<file path="src/shed_partial_first_event_queue_top_defines.svh">
// Assertion macros for the shed-partial-first event queue.
`ifndef SHED_PARTIAL_FIRST_EVENT_QUEUE_TOP_DEFINES_SVH
`define SHED_PARTIAL_FIRST_EVENT_QUEUE_TOP_DEFINES_SVH

`ifndef SYNTHESIS
// Check that a condition implies another in the same cycle.
`define SPEQ_ASSERT_SAME(label, clk, rst, ante, cons) \
   label: assert property (@(posedge clk) disable iff (rst) (ante) |-> (cons)) \
      else $error("speq: same-cycle check failed");
// Check that a condition implies another in the next cycle.
`define SPEQ_ASSERT_NEXT(label, clk, rst, ante, cons) \
   label: assert property (@(posedge clk) disable iff (rst) (ante) |=> (cons)) \
      else $error("speq: next-cycle check failed");
`else
`define SPEQ_ASSERT_SAME(label, clk, rst, ante, cons)
`define SPEQ_ASSERT_NEXT(label, clk, rst, ante, cons)
`endif

`endif

</file>
<file path="src/speq_pkg.sv">
// Shared types and codes for the shed-partial-first event queue.
package speq_pkg;

   // Fixed field widths
   localparam int PAYLOAD_W = 32;
   localparam int LENGTH_W  = 16;
   localparam int SEQ_W     = 32;
   localparam int COUNT_W   = 9;
   localparam int TOTAL_W   = 32;

   // Operation codes
   typedef logic [1:0] opcode_type;
   localparam opcode_type OP_PUSH       = 2'd0;
   localparam opcode_type OP_POP        = 2'd1;
   localparam opcode_type OP_INVALIDATE = 2'd2;

   // Result status codes
   typedef logic [1:0] status_type;
   localparam status_type ST_OK         = 2'd0;
   localparam status_type ST_LEN_REJECT = 2'd1;
   localparam status_type ST_EMPTY      = 2'd2;
   localparam status_type ST_OLD_SEQ    = 2'd3;

   // Controller states
   typedef enum logic [2:0] {
      S_IDLE,
      S_DISPATCH,
      S_SCAN,
      S_SHIFT,
      S_FINISH
   } state_type;

   // Controller to datapath commands
   typedef struct packed {
      logic latch;
      logic scan_start;
      logic scan_step;
      logic shift_start;
      logic shift_step;
      logic pop_read;
      logic finish;
   } cmd_type;

   // Datapath to controller status
   typedef struct packed {
      logic push_ok;
      logic full;
      logic pop;
      logic empty;
      logic scan_hit;
      logic scan_last;
      logic at_head;
      logic out_free;
   } stat_type;

endpackage

</file>
<file path="src/speq_ctrl.sv">
// Sequencer for the event queue: dispatch, victim scan, shift and finish.
module speq_ctrl (
   input  logic                clock,
   input  logic                reset,
   input  logic                req_valid,
   output logic                req_ready,
   input  speq_pkg::stat_type  stat,
   output speq_pkg::cmd_type   cmd
);

   speq_pkg::state_type state_ff;
   speq_pkg::state_type state_in;

   // Hold the state register
   always_ff @(posedge clock) begin
      if (reset) begin
         state_ff <= speq_pkg::S_IDLE;
      end else begin
         state_ff <= state_in;
      end
   end

   // Decide the next state and issue commands
   always_comb begin
      state_in  = state_ff;
      cmd       = '0;
      req_ready = 1'b0;
      case (state_ff)
         speq_pkg::S_IDLE: begin
            req_ready = 1'b1;
            if (req_valid) begin
               cmd.latch = 1'b1;
               state_in  = speq_pkg::S_DISPATCH;
            end
         end
         speq_pkg::S_DISPATCH: begin
            if (stat.push_ok && stat.full) begin
               cmd.scan_start = 1'b1;
               state_in       = speq_pkg::S_SCAN;
            end else begin
               if (stat.pop && !stat.empty) begin
                  cmd.pop_read = 1'b1;
               end
               state_in = speq_pkg::S_FINISH;
            end
         end
         speq_pkg::S_SCAN: begin
            // stop at the oldest partial entry, or fall back to the head
            if (stat.scan_hit) begin
               if (stat.at_head) begin
                  state_in = speq_pkg::S_FINISH;
               end else begin
                  cmd.shift_start = 1'b1;
                  state_in        = speq_pkg::S_SHIFT;
               end
            end else if (stat.scan_last) begin
               state_in = speq_pkg::S_FINISH;
            end else begin
               cmd.scan_step = 1'b1;
            end
         end
         speq_pkg::S_SHIFT: begin
            cmd.shift_step = 1'b1;
            if (stat.at_head) begin
               state_in = speq_pkg::S_FINISH;
            end
         end
         speq_pkg::S_FINISH: begin
            if (stat.out_free) begin
               cmd.finish = 1'b1;
               state_in   = speq_pkg::S_IDLE;
            end
         end
         default: begin
            state_in = speq_pkg::S_IDLE;
         end
      endcase
   end

endmodule

</file>
<file path="src/speq_datapath.sv">
// Slot memory, queue pointers, counters and result register of the event queue.
module speq_datapath #(
   parameter int QUEUE_DEPTH = 16,
   parameter int LINE_LIMIT  = 256
) (
   input  logic                                   clock,
   input  logic                                   reset,
   input  speq_pkg::cmd_type                      cmd,
   output speq_pkg::stat_type                     stat,
   input  logic [1:0]                             req_opcode,
   input  logic [speq_pkg::PAYLOAD_W-1:0]         req_payload,
   input  logic [speq_pkg::LENGTH_W-1:0]          req_line_length,
   input  logic                                   req_final_flag,
   input  logic [speq_pkg::SEQ_W-1:0]             req_sequence_req,
   output logic                                   rsp_valid,
   input  logic                                   rsp_ready,
   output logic [1:0]                             rsp_status,
   output logic [speq_pkg::PAYLOAD_W-1:0]         rsp_out_payload,
   output logic [speq_pkg::LENGTH_W-1:0]          rsp_out_length,
   output logic                                   rsp_out_final,
   output logic [speq_pkg::SEQ_W-1:0]             rsp_out_sequence,
   output logic                                   rsp_evicted,
   output logic [speq_pkg::COUNT_W-1:0]           rsp_discarded,
   output logic [speq_pkg::COUNT_W-1:0]           rsp_occupancy,
   output logic [speq_pkg::TOTAL_W-1:0]           rsp_generation,
   output logic [speq_pkg::TOTAL_W-1:0]           rsp_dropped_total,
   output logic [speq_pkg::TOTAL_W-1:0]           rsp_rejected_total
);

   localparam int IDX_W = $clog2(QUEUE_DEPTH);
   localparam int CNT_W = $clog2(QUEUE_DEPTH + 1);
   localparam int SUM_W = CNT_W + 1;
   localparam int LEN_W = $clog2(LINE_LIMIT);
   localparam logic [IDX_W-1:0] LAST_IDX  = IDX_W'(QUEUE_DEPTH - 1);
   localparam logic [CNT_W-1:0] DEPTH_CNT = CNT_W'(QUEUE_DEPTH);
   localparam logic [SUM_W-1:0] DEPTH_SUM = SUM_W'(QUEUE_DEPTH);

   // Slot memory, one array per field, shared address
   logic [speq_pkg::PAYLOAD_W-1:0] mem_payload  [QUEUE_DEPTH];
   logic [LEN_W-1:0]               mem_length   [QUEUE_DEPTH];
   logic                           mem_final    [QUEUE_DEPTH];
   logic [speq_pkg::SEQ_W-1:0]     mem_sequence [QUEUE_DEPTH];

   // Latched request
   speq_pkg::opcode_type           op_ff;
   logic                           len_ok_ff;
   logic [speq_pkg::PAYLOAD_W-1:0] payload_ff;
   logic [LEN_W-1:0]               length_ff;
   logic                           final_ff;
   logic [speq_pkg::SEQ_W-1:0]     seq_ff;

   // Registered read data
   logic [speq_pkg::PAYLOAD_W-1:0] rd_payload_ff;
   logic [LEN_W-1:0]               rd_length_ff;
   logic                           rd_final_ff;
   logic [speq_pkg::SEQ_W-1:0]     rd_seq_ff;

   // Walk pointers for scan and shift
   logic [IDX_W-1:0] chk_ptr_ff, chk_ptr_in;
   logic [IDX_W-1:0] wr_ptr_ff, wr_ptr_in;
   logic [IDX_W-1:0] k_ff, k_in;
   logic             evict_ff, evict_in;

   // Queue state and counters
   logic [IDX_W-1:0]               head_ff, head_in;
   logic [CNT_W-1:0]               count_ff, count_in;
   logic [speq_pkg::TOTAL_W-1:0]   gen_ff, gen_in;
   logic [speq_pkg::SEQ_W-1:0]     last_seq_ff, last_seq_in;
   logic                           have_last_ff, have_last_in;
   logic [speq_pkg::TOTAL_W-1:0]   drop_ff, drop_in;
   logic [speq_pkg::TOTAL_W-1:0]   reject_ff, reject_in;

   // Result register
   logic                           rsp_valid_ff, rsp_valid_in;
   speq_pkg::status_type           rsp_status_ff, rsp_status_in;
   logic [speq_pkg::PAYLOAD_W-1:0] rsp_payload_ff, rsp_payload_in;
   logic [speq_pkg::LENGTH_W-1:0]  rsp_length_ff, rsp_length_in;
   logic                           rsp_final_ff, rsp_final_in;
   logic [speq_pkg::SEQ_W-1:0]     rsp_seq_ff, rsp_seq_in;
   logic                           rsp_evicted_ff, rsp_evicted_in;
   logic [speq_pkg::COUNT_W-1:0]   rsp_discarded_ff, rsp_discarded_in;
   logic [speq_pkg::COUNT_W-1:0]   rsp_occupancy_ff, rsp_occupancy_in;
   logic [speq_pkg::TOTAL_W-1:0]   rsp_gen_ff, rsp_gen_in;
   logic [speq_pkg::TOTAL_W-1:0]   rsp_drop_ff, rsp_drop_in;
   logic [speq_pkg::TOTAL_W-1:0]   rsp_reject_ff, rsp_reject_in;

   // Pointer arithmetic and memory port controls
   logic [IDX_W-1:0]               chk_next, chk_prev, head_next, tail_idx, push_idx;
   logic [SUM_W-1:0]               tail_sum;
   logic                           rd_en, we;
   logic [IDX_W-1:0]               rd_addr, wa;
   logic [speq_pkg::PAYLOAD_W-1:0] wd_payload;
   logic [LEN_W-1:0]               wd_length;
   logic                           wd_final;
   logic [speq_pkg::SEQ_W-1:0]     wd_seq;

   // Wrap pointers around the ring
   always_comb begin
      chk_next  = (chk_ptr_ff == LAST_IDX) ? '0 : chk_ptr_ff + 1'b1;
      chk_prev  = (chk_ptr_ff == '0) ? LAST_IDX : chk_ptr_ff - 1'b1;
      head_next = (head_ff == LAST_IDX) ? '0 : head_ff + 1'b1;
      tail_sum  = SUM_W'(head_ff) + SUM_W'(count_ff);
      if (tail_sum >= DEPTH_SUM) begin
         tail_idx = IDX_W'(tail_sum - DEPTH_SUM);
      end else begin
         tail_idx = IDX_W'(tail_sum);
      end
      // after a shed the new entry lands in the old head slot
      push_idx = evict_ff ? head_ff : tail_idx;
   end

   // Report status to the controller
   always_comb begin
      stat.push_ok   = (op_ff == speq_pkg::OP_PUSH) && len_ok_ff;
      stat.full      = (count_ff == DEPTH_CNT);
      stat.pop       = (op_ff == speq_pkg::OP_POP);
      stat.empty     = (count_ff == '0);
      stat.scan_hit  = !rd_final_ff;
      stat.scan_last = (k_ff == LAST_IDX);
      stat.at_head   = (chk_ptr_ff == head_ff);
      stat.out_free  = !rsp_valid_ff || rsp_ready;
   end

   // Select memory read and write ports
   always_comb begin
      rd_en = cmd.scan_start | cmd.scan_step | cmd.pop_read
            | cmd.shift_start | cmd.shift_step;
      if (cmd.scan_start || cmd.pop_read) begin
         rd_addr = head_ff;
      end else if (cmd.scan_step) begin
         rd_addr = chk_next;
      end else begin
         rd_addr = chk_prev;
      end
      we = cmd.shift_step || (cmd.finish && stat.push_ok);
      if (cmd.shift_step) begin
         wa         = wr_ptr_ff;
         wd_payload = rd_payload_ff;
         wd_length  = rd_length_ff;
         wd_final   = rd_final_ff;
         wd_seq     = rd_seq_ff;
      end else begin
         wa         = push_idx;
         wd_payload = payload_ff;
         wd_length  = length_ff;
         wd_final   = final_ff;
         wd_seq     = seq_ff;
      end
   end

   // Write and read the slot memory
   always_ff @(posedge clock) begin
      if (we) begin
         mem_payload[wa]  <= wd_payload;
         mem_length[wa]   <= wd_length;
         mem_final[wa]    <= wd_final;
         mem_sequence[wa] <= wd_seq;
      end
      if (rd_en) begin
         rd_payload_ff <= mem_payload[rd_addr];
         rd_length_ff  <= mem_length[rd_addr];
         rd_final_ff   <= mem_final[rd_addr];
         rd_seq_ff     <= mem_sequence[rd_addr];
      end
   end

   // Capture the request on transfer
   always_ff @(posedge clock) begin
      if (cmd.latch) begin
         op_ff      <= req_opcode;
         len_ok_ff  <= req_line_length < speq_pkg::LENGTH_W'(LINE_LIMIT);
         payload_ff <= req_payload;
         length_ff  <= req_line_length[LEN_W-1:0];
         final_ff   <= req_final_flag;
         seq_ff     <= req_sequence_req;
      end
   end

   // Advance walk pointers
   always_comb begin
      chk_ptr_in = chk_ptr_ff;
      wr_ptr_in  = wr_ptr_ff;
      k_in       = k_ff;
      evict_in   = evict_ff;
      if (cmd.latch) begin
         evict_in = 1'b0;
      end
      if (cmd.scan_start) begin
         chk_ptr_in = head_ff;
         k_in       = '0;
         evict_in   = 1'b1;
      end else if (cmd.scan_step) begin
         chk_ptr_in = chk_next;
         k_in       = k_ff + 1'b1;
      end else if (cmd.shift_start || cmd.shift_step) begin
         wr_ptr_in  = chk_ptr_ff;
         chk_ptr_in = chk_prev;
      end
   end

   // Apply the finished item to the queue and load the result
   always_comb begin
      head_in          = head_ff;
      count_in         = count_ff;
      gen_in           = gen_ff;
      last_seq_in      = last_seq_ff;
      have_last_in     = have_last_ff;
      drop_in          = drop_ff;
      reject_in        = reject_ff;
      rsp_valid_in     = rsp_valid_ff;
      rsp_status_in    = rsp_status_ff;
      rsp_payload_in   = rsp_payload_ff;
      rsp_length_in    = rsp_length_ff;
      rsp_final_in     = rsp_final_ff;
      rsp_seq_in       = rsp_seq_ff;
      rsp_evicted_in   = rsp_evicted_ff;
      rsp_discarded_in = rsp_discarded_ff;
      rsp_occupancy_in = rsp_occupancy_ff;
      rsp_gen_in       = rsp_gen_ff;
      rsp_drop_in      = rsp_drop_ff;
      rsp_reject_in    = rsp_reject_ff;
      if (cmd.finish) begin
         rsp_valid_in     = 1'b1;
         rsp_status_in    = speq_pkg::ST_OK;
         rsp_payload_in   = '0;
         rsp_length_in    = '0;
         rsp_final_in     = 1'b0;
         rsp_seq_in       = '0;
         rsp_evicted_in   = 1'b0;
         rsp_discarded_in = '0;
         case (op_ff)
            speq_pkg::OP_PUSH: begin
               if (!len_ok_ff) begin
                  rsp_status_in = speq_pkg::ST_LEN_REJECT;
               end else if (evict_ff) begin
                  // shed one and append: count stays at full
                  head_in        = head_next;
                  drop_in        = drop_ff + 1'b1;
                  rsp_evicted_in = 1'b1;
               end else begin
                  count_in = count_ff + 1'b1;
               end
            end
            speq_pkg::OP_POP: begin
               if (count_ff == '0) begin
                  rsp_status_in = speq_pkg::ST_EMPTY;
               end else begin
                  head_in  = head_next;
                  count_in = count_ff - 1'b1;
                  if (have_last_ff && (rd_seq_ff <= last_seq_ff)) begin
                     reject_in     = reject_ff + 1'b1;
                     rsp_status_in = speq_pkg::ST_OLD_SEQ;
                  end else begin
                     last_seq_in    = rd_seq_ff;
                     have_last_in   = 1'b1;
                     rsp_payload_in = rd_payload_ff;
                     rsp_length_in  = speq_pkg::LENGTH_W'(rd_length_ff);
                     rsp_final_in   = rd_final_ff;
                     rsp_seq_in     = rd_seq_ff;
                  end
               end
            end
            speq_pkg::OP_INVALIDATE: begin
               gen_in           = gen_ff + 1'b1;
               have_last_in     = 1'b0;
               last_seq_in      = '0;
               rsp_discarded_in = speq_pkg::COUNT_W'(count_ff);
               drop_in          = drop_ff + speq_pkg::TOTAL_W'(count_ff);
               head_in          = '0;
               count_in         = '0;
            end
            default: begin
            end
         endcase
         rsp_occupancy_in = speq_pkg::COUNT_W'(count_in);
         rsp_gen_in       = gen_in;
         rsp_drop_in      = drop_in;
         rsp_reject_in    = reject_in;
      end else if (rsp_valid_ff && rsp_ready) begin
         rsp_valid_in = 1'b0;
      end
   end

   // Hold control state and counters
   always_ff @(posedge clock) begin
      if (reset) begin
         head_ff      <= '0;
         count_ff     <= '0;
         gen_ff       <= '0;
         last_seq_ff  <= '0;
         have_last_ff <= 1'b0;
         drop_ff      <= '0;
         reject_ff    <= '0;
         rsp_valid_ff <= 1'b0;
         evict_ff     <= 1'b0;
      end else begin
         head_ff      <= head_in;
         count_ff     <= count_in;
         gen_ff       <= gen_in;
         last_seq_ff  <= last_seq_in;
         have_last_ff <= have_last_in;
         drop_ff      <= drop_in;
         reject_ff    <= reject_in;
         rsp_valid_ff <= rsp_valid_in;
         evict_ff     <= evict_in;
      end
   end

   // Hold walk pointers and result payload
   always_ff @(posedge clock) begin
      chk_ptr_ff       <= chk_ptr_in;
      wr_ptr_ff        <= wr_ptr_in;
      k_ff             <= k_in;
      rsp_status_ff    <= rsp_status_in;
      rsp_payload_ff   <= rsp_payload_in;
      rsp_length_ff    <= rsp_length_in;
      rsp_final_ff     <= rsp_final_in;
      rsp_seq_ff       <= rsp_seq_in;
      rsp_evicted_ff   <= rsp_evicted_in;
      rsp_discarded_ff <= rsp_discarded_in;
      rsp_occupancy_ff <= rsp_occupancy_in;
      rsp_gen_ff       <= rsp_gen_in;
      rsp_drop_ff      <= rsp_drop_in;
      rsp_reject_ff    <= rsp_reject_in;
   end

   // Drive the result channel
   assign rsp_valid          = rsp_valid_ff;
   assign rsp_status         = rsp_status_ff;
   assign rsp_out_payload    = rsp_payload_ff;
   assign rsp_out_length     = rsp_length_ff;
   assign rsp_out_final      = rsp_final_ff;
   assign rsp_out_sequence   = rsp_seq_ff;
   assign rsp_evicted        = rsp_evicted_ff;
   assign rsp_discarded      = rsp_discarded_ff;
   assign rsp_occupancy      = rsp_occupancy_ff;
   assign rsp_generation     = rsp_gen_ff;
   assign rsp_dropped_total  = rsp_drop_ff;
   assign rsp_rejected_total = rsp_reject_ff;

endmodule

</file>
<file path="src/shed_partial_first_event_queue_top.sv">
// Top level of the shed-partial-first event queue.
//
// Request channel (req_*): one command per transfer: push an event, pop the
// head event, or invalidate the session. Result channel (rsp_*): exactly one
// result per request, in request order, held in an output register.
// A push into a non-full queue, a pop, an invalidate or a rejected request
// passes through the dispatch and finish states only. A push into a full
// queue walks the slot memory one entry a cycle from the head to find the
// oldest partial entry, then moves each older entry up one slot, one a cycle,
// and sheds the partial entry; if none is found it sheds the head entry.
// The slot memory has a single read port; one request is in work at a time.
// req_ready is high only while no request is in work; a new request can be
// taken while the previous result still waits in the output register.
// Reset empties the queue and clears the generation, sequence history and
// totals; slot contents are not cleared and no clearing pass runs.
// If the receiver stalls, the finished result is held and the next request
// completes its work and then waits until the output register is free.
`include "shed_partial_first_event_queue_top_defines.svh"

module shed_partial_first_event_queue_top #(
   parameter int QUEUE_DEPTH = 16,
   parameter int LINE_LIMIT  = 256
) (
   input  logic                           clock,
   input  logic                           reset,
   input  logic                           req_valid,
   output logic                           req_ready,
   input  logic [1:0]                     req_opcode,
   input  logic [speq_pkg::PAYLOAD_W-1:0] req_payload,
   input  logic [speq_pkg::LENGTH_W-1:0]  req_line_length,
   input  logic                           req_final_flag,
   input  logic [speq_pkg::SEQ_W-1:0]     req_sequence_req,
   output logic                           rsp_valid,
   input  logic                           rsp_ready,
   output logic [1:0]                     rsp_status,
   output logic [speq_pkg::PAYLOAD_W-1:0] rsp_out_payload,
   output logic [speq_pkg::LENGTH_W-1:0]  rsp_out_length,
   output logic                           rsp_out_final,
   output logic [speq_pkg::SEQ_W-1:0]     rsp_out_sequence,
   output logic                           rsp_evicted,
   output logic [speq_pkg::COUNT_W-1:0]   rsp_discarded,
   output logic [speq_pkg::COUNT_W-1:0]   rsp_occupancy,
   output logic [speq_pkg::TOTAL_W-1:0]   rsp_generation,
   output logic [speq_pkg::TOTAL_W-1:0]   rsp_dropped_total,
   output logic [speq_pkg::TOTAL_W-1:0]   rsp_rejected_total
);

   speq_pkg::cmd_type  cmd;
   speq_pkg::stat_type stat;

   // Sequence each request
   speq_ctrl u_ctrl (
      .clock     (clock),
      .reset     (reset),
      .req_valid (req_valid),
      .req_ready (req_ready),
      .stat      (stat),
      .cmd       (cmd)
   );

   // Store slots, counters and the result
   speq_datapath #(
      .QUEUE_DEPTH (QUEUE_DEPTH),
      .LINE_LIMIT  (LINE_LIMIT)
   ) u_datapath (
      .clock              (clock),
      .reset              (reset),
      .cmd                (cmd),
      .stat               (stat),
      .req_opcode         (req_opcode),
      .req_payload        (req_payload),
      .req_line_length    (req_line_length),
      .req_final_flag     (req_final_flag),
      .req_sequence_req   (req_sequence_req),
      .rsp_valid          (rsp_valid),
      .rsp_ready          (rsp_ready),
      .rsp_status         (rsp_status),
      .rsp_out_payload    (rsp_out_payload),
      .rsp_out_length     (rsp_out_length),
      .rsp_out_final      (rsp_out_final),
      .rsp_out_sequence   (rsp_out_sequence),
      .rsp_evicted        (rsp_evicted),
      .rsp_discarded      (rsp_discarded),
      .rsp_occupancy      (rsp_occupancy),
      .rsp_generation     (rsp_generation),
      .rsp_dropped_total  (rsp_dropped_total),
      .rsp_rejected_total (rsp_rejected_total)
   );

   // Only one request is in work at a time
   `SPEQ_ASSERT_NEXT(a_one_in_work, clock, reset, req_valid && req_ready, !req_ready)
   // A shedding push leaves the queue full
   `SPEQ_ASSERT_SAME(a_evict_full, clock, reset, rsp_valid && rsp_evicted, rsp_occupancy == speq_pkg::COUNT_W'(QUEUE_DEPTH))
   // An invalidate that discards entries leaves the queue empty
   `SPEQ_ASSERT_SAME(a_discard_empty, clock, reset, rsp_valid && (rsp_discarded != '0), rsp_occupancy == '0)
   // Popped fields are zero unless a pop succeeded
   `SPEQ_ASSERT_SAME(a_fields_zero, clock, reset, rsp_valid && (rsp_status != speq_pkg::ST_OK), (rsp_out_payload == '0) && (rsp_out_sequence == '0))

endmodule
</file>
<file path="config.mk">
export PLATFORM = sky130hd
export DESIGN_NAME = shed_partial_first_event_queue_top
export DESIGN_NICKNAME = d
export VERILOG_FILES = /design/src/speq_pkg.sv /design/src/speq_ctrl.sv /design/src/speq_datapath.sv /design/src/shed_partial_first_event_queue_top.sv
export VERILOG_INCLUDE_DIRS = /design/src /design/src/src
export SDC_FILE = /design/constraint.sdc
export NUM_CORES = 2
export LEC_CHECK = 0
export BUFFER_PORTS_ARGS = -buffer_cell sky130_fd_sc_hd__buf_2
export CORE_MARGIN = 4
export CORE_UTILIZATION = 50
export DETAILED_ROUTE_END_ITERATION = 8
export GPL_TIMING_DRIVEN = 0
export PLACE_DENSITY_LB_ADDON = 0.08
export SETUP_SLACK_MARGIN = 0.05
export SYNTH_ARGS = -nofsm -noshare
export SYNTH_HDL_FRONTEND = slang
export SYNTH_SLANG_ARGS = --single-unit
</file>
<file path="constraint.sdc">
create_clock -name clock -period 21.4 [get_ports clock]
set_input_delay 4.28 -clock clock [delete_from_list [all_inputs] [get_ports clock]]
set_output_delay 4.28 -clock clock [all_outputs]
set_load 0.01 [all_outputs]
</file>
==> results summary <==
The detailed placer's ending HPWL is 125 mm. The share of final-layout standard cells stronger than drive strength 1 is 0.201. STA classifies the critical path startpoint as an input pin. Measured against its own limit, the worst slew margin works out to 0.0301. The cell leakage power is 27.1 nW. The aggregate global routing overflow came out at 0. After layout, the design draws a total of 6.79 mW. The total core area is 135000 um^2. In the post-synthesis netlist, the biggest area contributors are sky130_fd_sc_hd__edfxtp_1 67%, sky130_fd_sc_hd__mux2_2 4.9%, sky130_fd_sc_hd__mux2i_1 4.3%.

The number of hold-slack violations in the final timing report is 0. For met1 alone, demand over resource in global routing was 0.359. The total number of vias is 40800. The most heavily used metal layer in global routing is met2. By count the netlist is led by 1507 x sky130_fd_sc_hd__edfxtp_1, 651 x sky130_fd_sc_hd__nand2_1, 297 x sky130_fd_sc_hd__mux2_2. The tightest min-delay check is of the reg -> reg type. Among all flip-flop cells after synthesis, the most frequent one is sky130_fd_sc_hd__edfxtp_1. The share of the core filled with cells came out at 0.580.

The clock edge transition at the registers on the reported setup and hold paths came out at 0.06 ns. The max-slew violation total from the final report came out at 0. The maximum clock insertion buffer count came out at 3. The count of synthesis-stage warnings from yosys is 0. STA classifies the critical path endpoint as a register.

The number of cell rows is 135. The quantity of I/O buffers inserted on ports came out at 269. The post-synth design cell area is 68000 um^2. In this run the critical register-to-register path is captured at u_datapath.mem_payload[1][25]. The detailed router's first-iteration violation count came out at 4062. The number of antenna violations at the first check in global routing was 6. In this run, post-CTS repair resized a total of 0 instances. The number of register bits inferred by synthesis came out at 1654. CTS built an H-tree with a depth of 4. Setup repair after global routing left no endpoint under its margin.

The required time of the critical path came out at 21.87 ns. The proportion of synthesized chip area in sequential cells came out at 0.709. From bottom edge to top edge, the die measures 377 um. The power per cell area is 86.5 nW/um^2.

The final worst hold slack came out at 0.458 ns. After synthesis, the share of flip-flops with an asynchronous set or reset is 0. The initial cell density of the core came out at 0.502. The capturing instance or port of the critical path is u_datapath.mem_payload[1][25].

The first global-routing pass estimated 271 mm of wire. The overall fraction of global-route tracks in use is 0.263. The area added between synthesis and finish came out at 15.5%. The share of the synthesized area in the top cell type is 0.666.

A synthesized cell averages 14.8 um^2. Across the routed clock network, the largest skew measured is 0.0332 ns. At the pin with the least slew margin, the transition time is 1.45 ns. The shortest clock period the worst path allows after layout is 7.37 ns.

Once detail routing completed, the nets flagged for antenna violations numbered 0. The part of the cycle the worst path needs is 0.344. The number of cells on the worst reg-to-reg path is 11. The number of search-and-repair iterations in the first detailed-routing pass is 8. The worst register-to-register path has a setup slack of 16.76 ns. The final wirelength came out at 189 mm. The number of unique standard cell types used by synthesis came out at 82. Across all setup checks in the final design, the least slack found is 14.03 ns. Of all cell types, the one taking the most synthesized area is sky130_fd_sc_hd__edfxtp_1. CTS placed an instance of sky130_fd_sc_hd__clkbuf_16 at the clock tree root. The worst endpoint data arrival time is 7.84 ns. Clock latency on the worst-skew pair, taken at its later pin, is 0.80 ns. The largest registers in the layout are u_datapath.mem_payload (512), u_datapath.mem_sequence (512), u_datapath.mem_length (128). The quantity of hold-fixing buffers added after cts is 0.

Pin placement for this block handled 287 I/O pins. The final layout net count came out at 5233. The startpoint identified for the worst register-to-register timing path is u_ctrl.state_ff[2].

The die outline width came out at 377 um. The post-CTS setup-driven buffer insertion count is 0. The number of enable-type register cells in the synthesized netlist came out at 1507. In the global route stage, met2 resource usage came out at 0.434.

Static timing analysis puts the maximum clock frequency at 0.136 GHz. The via count of the first global-routing pass is 39700. The highest ir drop seen on vdd came out at 0.0707 mV. For this run, design rule violations remaining after detail routing come to 0. The worst slack at placement is 13.26 ns. The most frequent cell after synthesis is sky130_fd_sc_hd__edfxtp_1. In the final timing run, aggregate negative setup slack is 0 ns. The die area is 142000 um^2. TritonCTS built the clock tree. The flow ran to the end, and the final reports show no timing, DRC or antenna violations. Setup violations remaining at the end of the flow were counted as 0.

Tracing the worst setup path back leads to its startpoint at rsp_ready. The mean number of vias per cell is 5.82. For met3 alone, demand over resource in global routing was 0.0375. The number of maximum-capacitance constraint violations is 0. The critical path is of the in -> reg type. The number of clock buffers added by TritonCTS is 168. The congestion estimate from routability-driven global placement came to 0.876. The largest net degree at the start of global routing is 71. Dividing the detail-routed wire length by the instance count gives 26.9 um. Of all nets on the critical path, the largest fanout is 20. CTS saw 1654 sinks. The post-synthesis instance total is 4580.
cell type report:
class / instances / area, um^2
diodes: 2 / 5.00
plain buffers: 291 / 1440
clock buffers: 216 / 4540
clock inverters: 90 / 950
fillers: 10700 / 56800
inverters: 53 / 199
multi-input cells: 2597 / 18300
flip-flops and latches: 1654 / 48200
well taps: 1781 / 2230
repair buffers: 330 / 2640
worst min-delay path by stage:
| stage | startpoint | to | slack [ns] | cells past startpoint |
|---|---|---|---|---|
| after floorplan | u_datapath.last_seq_ff[10] | u_datapath.last_seq_ff[10] | 0.44 | 2 |
| after global placement | u_datapath.last_seq_ff[13] | u_datapath.last_seq_ff[13] | 0.45 | 2 |
| after detailed placement | u_datapath.last_seq_ff[17] | u_datapath.last_seq_ff[17] | 0.45 | 2 |
| after CTS | u_datapath.last_seq_ff[7] | u_datapath.last_seq_ff[7] | 0.46 | 2 |
| after global routing | u_datapath.last_seq_ff[31] | u_datapath.last_seq_ff[31] | 0.48 | 2 |
| final | u_datapath.last_seq_ff[7] | u_datapath.last_seq_ff[7] | 0.46 | 2 |
worst max-delay path, cell delays in order:
cell and delay [ns]:
sky130_fd_sc_hd__buf_2 0.12, sky130_fd_sc_hd__nand2b_1 0.13, sky130_fd_sc_hd__nand2_1 0.29, sky130_fd_sc_hd__inv_1 0.20, sky130_fd_sc_hd__clkbuf_1 0.64, sky130_fd_sc_hd__a31oi_1 0.30
sky130_fd_sc_hd__nor2_1 0.19, sky130_fd_sc_hd__nand2_1 0.28, sky130_fd_sc_hd__nor2_4 0.83, sky130_fd_sc_hd__buf_12 0.30, sky130_fd_sc_hd__buf_12 0.23
per-stage QoR:
step	std cells	area, um^2
floorplan	4595	68000
global placement	6645	71600
detailed placement	6704	73000
CTS	7010	78500
global route	7012	78500
finish	7014	78500
per-layer routing:
metal | wire length, um | vias to the layer above | share of wire
li1 | - | 18400 | -
met1 | 79400 | 20500 | 0.42
met2 | 90500 | 1586 | 0.48
met3 | 12100 | 338 | 0.064
met4 | 6910 | 2 | 0.037
met5 | 17 | - | 0.000090
logic make-up after synthesis:
group                    synth area share
adder cells (fa/ha/maj)           0.00961
XOR/XNOR                           0.0186
multiplexers                       0.0932
other                           0.0000552
AO/OA/AOI/OAI                      0.0561
flip-flops                          0.709
AND/OR/NAND/NOR                    0.0891
buffers and inverters              0.0241
power by group:
| part | total (mW) | internal, mW | switching [mW] |
|---|---|---|---|
| registers | 3.59 | 3.58 | 0.0155 |
| clock network | 2.95 | 1.72 | 1.23 |
| logic | 0.253 | 0.0685 | 0.184 |
placed cells by master, fill, tap and decap left out, drive strengths merged, types with 8 or more instances in the layout:
cell type  instances
a21o               8
a21oi             84
a31oi              8
and2              17
and3              87
and4              10
buf              465
bufinv            18
clkbuf           372
clkinv            68
conb              16
dfxtp            147
edfxtp          1507
ha                49
inv               56
mux2             300
mux2i            295
nand2            651
nand2b            11
nand3             52
nand4            109
nor2             139
nor2b             18
nor3              56
nor4              27
o211ai           295
o21ai             36
o2bb2ai           32
o31ai             28
or2               10
or3               17
or4               29
xnor2             62
xor2              82
Note: power is estimated with default switching activity, not from simulation.
